==> src/rtl/core/msst_pkg.sv <==
// Shared types and constants for the multi-slot timer array.
`default_nettype none
package msst_pkg;

  localparam int SLOTS   = 16;
  localparam int SLOT_W  = (SLOTS > 1) ? $clog2(SLOTS) : 1;
  localparam int CNT_W   = $clog2(SLOTS + 1);
  localparam int CMP_W   = (CNT_W > 4) ? CNT_W : 4;
  localparam int FIRED_W = 16;

  typedef enum logic [2:0] {
    OP_TICK     = 3'd0,
    OP_REGISTER = 3'd1,
    OP_START    = 3'd2,
    OP_STOP     = 3'd3,
    OP_RESTART  = 3'd4
  } op_e_t;

  typedef enum logic [1:0] {
    ST_IDLE,
    ST_RUN,
    ST_HOLD
  } state_t;

  // Command token that walks down the row of cells, one cell per cycle.
  typedef struct packed {
    logic               vld;
    op_e_t              op;
    logic               en;      // addressed operation targets a valid slot
    logic [SLOT_W-1:0]  tgt;
    logic [31:0]        period;
    logic [31:0]        delay;
    logic               ok;
    logic [FIRED_W-1:0] fired;
  } tok_t;

endpackage
`default_nettype wire

==> src/rtl/core/msst_cell.sv <==
// One timer slot: holds its state and acts on the command token passing by.
`default_nettype none
module msst_cell (
  input  wire logic                        clk,
  input  wire logic                        rst_n,
  input  wire logic [msst_pkg::SLOT_W-1:0] cell_idx,
  input  wire msst_pkg::tok_t              tok_i,
  output msst_pkg::tok_t                   tok_o
);

  logic        reg_r, reg_nxt;
  logic        act_r, act_nxt;
  logic [31:0] cnt_r, cnt_nxt;
  logic [31:0] per_r, per_nxt;
  logic [31:0] dly_r, dly_nxt;
  msst_pkg::tok_t tok_r, tok_nxt;

  logic hit;
  logic fire;

  assign hit = tok_i.en && (tok_i.tgt == cell_idx);

  always_comb begin
    reg_nxt = reg_r;
    act_nxt = act_r;
    cnt_nxt = cnt_r;
    per_nxt = per_r;
    dly_nxt = dly_r;
    tok_nxt = tok_i;
    fire    = 1'b0;
    if (tok_i.vld) begin
      unique case (tok_i.op)
        msst_pkg::OP_TICK: begin
          if (reg_r && act_r) begin
            if (cnt_r != 32'd0) begin
              cnt_nxt = cnt_r - 32'd1;
            end else begin
              fire = 1'b1;
              if (per_r == 32'd0) begin
                act_nxt = 1'b0;
              end else begin
                cnt_nxt = per_r - 32'd1;
              end
            end
          end
        end
        msst_pkg::OP_REGISTER: begin
          if (hit) begin
            reg_nxt = 1'b1;
            act_nxt = 1'b0;
            per_nxt = tok_i.period;
            dly_nxt = tok_i.delay;
          end
        end
        msst_pkg::OP_START: begin
          if (hit && !act_r) begin
            cnt_nxt    = dly_r;
            act_nxt    = 1'b1;
            tok_nxt.ok = 1'b1;
          end
        end
        msst_pkg::OP_STOP: begin
          if (hit) begin
            act_nxt = 1'b0;
          end
        end
        msst_pkg::OP_RESTART: begin
          if (hit) begin
            cnt_nxt = dly_r;
            act_nxt = 1'b1;
          end
        end
        default: ;
      endcase
    end
    // only the low 16 slots show up in the fired mask
    for (int b = 0; b < msst_pkg::FIRED_W; b++) begin
      if (fire && (msst_pkg::CMP_W'(cell_idx) == msst_pkg::CMP_W'(b))) begin
        tok_nxt.fired[b] = 1'b1;
      end
    end
  end

  always_ff @(posedge clk) begin
    if (!rst_n) begin
      reg_r <= 1'b0;
      act_r <= 1'b0;
      cnt_r <= '0;
      per_r <= '0;
      dly_r <= '0;
      tok_r <= '0;
    end else begin
      reg_r <= reg_nxt;
      act_r <= act_nxt;
      cnt_r <= cnt_nxt;
      per_r <= per_nxt;
      dly_r <= dly_nxt;
      tok_r <= tok_nxt;
    end
  end

  assign tok_o = tok_r;

endmodule
`default_nettype wire

==> config.mk <==
export PLATFORM = sky130hd
export DESIGN_NAME = msst_cell
export DESIGN_NICKNAME = d
export VERILOG_FILES = /design/src/rtl/core/msst_pkg.sv /design/src/rtl/core/msst_cell.sv
export SDC_FILE = /design/constraint.sdc
export NUM_CORES = 1
export LEC_CHECK = 0
export ABC_AREA = 1
export BUFFER_PORTS_ARGS = -buffer_cell sky130_fd_sc_hd__clkbuf_2
export CORE_AREA = 2 2 127 129
export CTS_CLUSTER_SIZE = 40
export DETAILED_ROUTE_END_ITERATION = 8
export DIE_AREA = 0 0 129 131
export PLACE_DENSITY_LB_ADDON = 0.2
export SLEW_MARGIN = 20
export SYNTH_ARGS = -nofsm -noshare
export SYNTH_HDL_FRONTEND = slang
export SYNTH_SLANG_ARGS = --single-unit
==> constraint.sdc <==
create_clock -name clk -period 3.6 [get_ports clk]
set_input_delay 0.36 -clock clk [delete_from_list [all_inputs] [get_ports clk]]
set_output_delay 0.36 -clock clk [all_outputs]
set_load 0.01 [all_outputs]
# Yosys cells after proc, flatten, opt, wreduce, memory -nomap -nowiden
# Index checks and enable logic that the tools add are counted.
# word_totals
out_inout_bits	90
register_bits	188
elab_cells	108
# classes
reduce_logical	30
n_eq_ne	27
add_sub_neg	2
muxes	36
# op_table
op	n
two-way mux 32 bit	5
one-hot mux 32 bit (3 select lines)	1
subtractor 32 x 1 -> 32 bit (second input constant)	2
== test 4 bit (second input constant)	8
zero test 32 bit	1
nonzero test 32 bit	1
two-way mux 1 bit	29
logical AND 1 bit	19
== test 4 x 3 -> 1 bit (second input constant)	4
inequality test 2 bit (second input constant)	5
== test 4 x 2 -> 1 bit (second input constant)	2
AND reduction 8 bit	1
== test 3 x 2 -> 1 bit (second input constant)	2
AND reduction 6 bit	1
== test 4 x 1 -> 1 bit (second input constant)	1
== test 4 bit	1
zero test 4 bit	1
one-hot mux 1 bit (4 select lines)	1
nonzero test 4 bit	1
== test 3 x 1 -> 1 bit (second input constant)	1
== test 3 bit (second input constant)	1
zero test 3 bit	1
inequality test 3 bit (second input constant)	1
AND reduction 3 bit	1
other kinds (4)	4

# Longest topological paths before layout
# depth
ltp_word	7
ltp_mapped	18
depth_no_buf	17

# Worst setup path after synthesis
# OpenSTA, ideal clock, no wires.
# synth_path
kind	reg-to-reg
startpoint	register cnt_r[6]
endpoint	register cnt_r[16]
period_less_slack_ps	2250
t_arrival_ps	2180
t_required_ps	3530
stages_incl_launch_ff	18
slack_ps	1350
path_buffers	1
path_cell_list	dfxtp_1 -> nor2_1 -> nand2_1 -> nor2_1 -> nand2_2 -> nor2_4 -> buf_8 -> nand2_2 -> nand2_2 -> ha_1 -> inv_1 -> nor2_1 -> nand2_1 -> nor2_2 -> nand2_1 -> o21ai_0 -> nand3_1 -> a21oi_1
# synth_via
elab_chain_cells	4
word_cells_on_any_way	7
# synth_rtl
item	line	text
from (decl)	msst_cell.sv:13	logic [31:0] cnt_r, cnt_nxt;
from (signal assigned)	msst_cell.sv:95	cnt_r <= cnt_nxt;
subtractor 32 x 1 -> 32 bit or nonzero test 32 bit (tied branches)	msst_cell.sv:36, msst_cell.sv:35	
two-way mux 32 bit	msst_cell.sv:35	if (cnt_r != 32'd0) begin
two-way mux 32 bit	msst_cell.sv:34	if (reg_r && act_r) begin
one-hot mux 32 bit (3 select lines)	msst_cell.sv:32	unique case (tok_i.op)
# Parallel ways exist; a longest one is shown, timed or not. The select of a mux whose other input is x is not followed.
# A chain may end at the register's enable or synchronous reset.

# Final worst setup path
# layout_path
startpoint	register cnt_r[4]
endpoint	register cnt_r[26]
# The elaborated chain is that of the path after synthesis.

==> metrics.md <==
| Metric | Value |
|---|---|
| Clock skew | `13.8 ps` |
| FF+latch count, synth | `188` |
| Worst hold path endpoint | `tok_o[51]` |
| Hold Fails Final Rpt | `0` |
| Worst Path Required | `3960 ps` |
| Synth-to-layout area growth | `19.8%` |
| Routed WL | `22.3 mm` |
| RSZ-0062 raised after global routing | `no` |
| Fin crit period | `3000 ps` |
| Startpoint types | `flop` |
| FF-to-FF End | `cnt_r[26]` |
| Synth Area per Inst | `6.83 um2` |
| Worst-Skew Late Latency | `430 ps` |
| Finished Cell Area | `10,100 um2` |
| Placer Congestion | `1.02` |
| Reg clk slew, reported paths | `70 ps` |
| Nets | `1,491` |
| Die area | `16,900 um2` |
| Vias per cell | `5.05` |
| Max-cap viol count | `0` |
| Via Count | `8,194` |
| Die width | `129 um` |
| Ys Warns | `0` |
| Port bufs | `185` |
| Fraction of layout cells with a size suffix above 1 | `0.199` |
| Switching Share | `0.325` |
| Hold WC Path Type | `input pin to flop` |
| Dpl hpwl | `16.7 mm` |
| Max-slew headroom | `0.300` |
| Reg2reg setup slack | `600 ps` |
| Hold path start | `tok_i[51]` |
| IO Count | `186` |
| P_int | `0.00381 W` |
| Fillers | `1,482` |
| Drt first pass iters | `6` |
| Initial Util | `0.542` |
| # rows | `46` |
| Largest net degree at the start of global routing | `91` |
| Pins Over Slew Limit | `0` |
| Power Density | `558 nW/um2` |
| CP Class | `flop to flop` |
| Worst r2r src | `cnt_r[4]` |
| Total Neg Setup Slack | `0 ps` |
| Worst-path cell chain | `nor2_1 -> nand2_1 -> nor2_1 -> nand2_2 -> nor2_4 -> buf_12 -> nand2_2 -> nand2_2 -> ha_1 -> inv_1 -> nor2_1 -> nand3_1 -> nor3_1 -> nand2_1 -> nand2_1 -> nand3_1 -> a21oi_1` |
| Reg power frac | `0.386` |
| Post-layout util | `0.650` |
| Clock share of power | `0.366` |
| Static Leakage | `5.27 nW` |
| Ranking of synthesized cells by area | `dfxtp_1 (45%), nand2_1 (13%), nor2_1 (7.8%)` |
| Synth Net Count | `1,335` |
| Sequential element share of the synthesized area | `0.445` |
| Worst EP arrival | `3360 ps` |
| CTS sink cnt | `188` |
| Bufs on Longest Clock Path | `2` |
| Max IR drop VDD | `379 uV` |
| Critical path's slowest cell | `nor3_1` |
| Largest stage delay, worst path | `470 ps` |
| Tcrit/Tclk final | `0.833` |
| GRT overflow | `0` |
| Top-area cell type share of the netlist area | `0.445` |
| Die height | `131 um` |
| CP max FO | `49` |
| Total track usage | `0.268` |
| Hold buffers post-CTS | `0` |
| Initial antenna violation count | `0` |
| WL/cell | `13.8 um` |
| Setup Buffers After CTS | `0` |
| Post_cts resized | `0` |
| First-pass GRT wire length | `35.6 mm` |
| Post-DP Area | `9480 um2` |
| Yosys cell types | `36` |
| Iter 0 DRT Violations | `555` |
| # diodes | `0` |
| Worst slew pin tran | `1050 ps` |
| CP endpoint kind | `flop` |
| Antenna-violating nets left | `0` |
| Hold depth | `3` |
| DRC viols | `0` |
| CTS tree | `built` |
| CTS HTree Levels | `4` |
| Max Fclk | `334 MHz` |
| Switch Pwr | `0.00184 W` |
| Total CTS buffers | `17` |
| Synth Instances | `1,238` |
| Status | `completed` |
| Mapped Area | `8460 um2` |
| Gate power share | `0.248` |
| Vias in the first global route | `7,584` |
| Synth area leader | `dfxtp_1` |
| Cells on worst reg2reg path | `17` |
| Finish-stage setup viols | `0` |
| Core box area | `15,600 um2` |
| CTS root buffer | `clkbuf_16` |
[worst max path at each step]
stage / start / to / slack [ps] / depth (start not counted)
4_1_cts: cnt_r[4] / cnt_r[26] / 720 / 17
5_1_grt: cnt_r[4] / cnt_r[26] / 270 / 17
2_1_floorplan: cnt_r[6] / cnt_r[16] / 1350 / 17
3_3_place_gp: cnt_r[4] / cnt_r[26] / 860 / 17
3_5_place_dp: cnt_r[4] / cnt_r[26] / 770 / 17
6_report: cnt_r[4] / cnt_r[26] / 600 / 17
[through the flow]
step                      power (W)  setup WS [ps]  cells  hold WS [ps]
after detailed placement    0.00361            767   1591           463
after global placement      0.00360            864   1591           455
after CTS                   0.00566            717   1623           102
after global routing        0.00594            270   1623           114
final                       0.00565            602   1623           115
after floorplan             0.00322           1350   1238           438
[Yosys cell counts]
cell type / count
nor2_2: 12
buf_4: 2
nand3_2: 1
inv_1: 174
clkinv_1: 2
ha_1: 1
a31oi_1: 2
buf_2: 8
nor2_4: 7
nor3_2: 2
o21ai_0: 118
o21bai_1: 4
nor2_1: 176
a32o_1: 1
nor4_1: 8
nand2_2: 23
nor4b_1: 1
nand4_1: 12
nand2_4: 2
nand3b_1: 1
a21oi_2: 6
dfxtp_1: 188
buf_12: 1
clkbuf_1: 41
buf_8: 1
o21ai_1: 1
buf_1: 2
a21o_1: 1
nand3_1: 44
nand2_1: 287
nor3_1: 1
xor2_1: 11
buf_6: 3
a211oi_1: 1
a21oi_1: 92
o22ai_1: 1
[registers in the layout (all words and copies together), names as in the netlist]
signal  flops
reg_r       1
tok_o      90
dly_r      32
act_r       1
cnt_r      32
per_r      32
[cells in the final DEF, fill, tap and decap left out, types with 11 or more instances in the layout]
cell	instances
nand2_1	287
dfxtp_1	188
clkbuf_2	184
nor2_1	176
inv_1	174
o21ai_0	118
a21oi_1	92
nand3_1	44
nand2_2	23
clkbuf_16	17
nand4_1	12
nor2_2	12
xor2_1	11
[metal layers]
layer  share of wire  up-vias  wire length (um)  track usage
met5               0        -                 0            0
met4           0.027        0               607        0.108
met3           0.048       48              1080       0.0391
met2            0.51      268             11400        0.494
met1            0.42     3725              9280        0.313
li1                -     4153                 -            -
[cell families (layout without fill, tap and decap cells)]
kind of cell | after synthesis | in the layout | synth area share
xor+xnor | 11 | 11 | 0.0114
simple gates | 577 | 577 | 0.290
compound gates | 227 | 227 | 0.140
fa+ha+maj | 1 | 1 | 0.00148
buf+inv | 234 | 403 | 0.112
flops | 188 | 188 | 0.445
[power groups by stage]
stage | combinational [W] | sequential (W) | clock, W
global placement | 0.00137 | 0.00223 | 0
CTS | 0.00138 | 0.00218 | 0.00210
floorplan | 0.000964 | 0.00225 | 0
global route | 0.00156 | 0.00219 | 0.00218
detailed placement | 0.00137 | 0.00223 | 0
finish | 0.00140 | 0.00218 | 0.00207
[worst max-delay path: cells and delay by family (launching register included)]
family                     cells  cell delay (ps)
AOI/OAI and AO/OA              1              140
adders and majority gates      1              150
buffers and inverters          2              280
DFF                            1              320
and+or+nand+nor               13             2010
[cell type report]
class	count	area (um2)	area share
flip-flops and latches	188	3760	0.371
multi-input cells	816	3750	0.370
clock inverters	12	200	0.0198
clock buffers	20	457	0.0451
well taps	216	270	0.0267
inverters	176	661	0.0652
repair buffers	195	1030	0.102
Power figures use the tool's default switching activity.
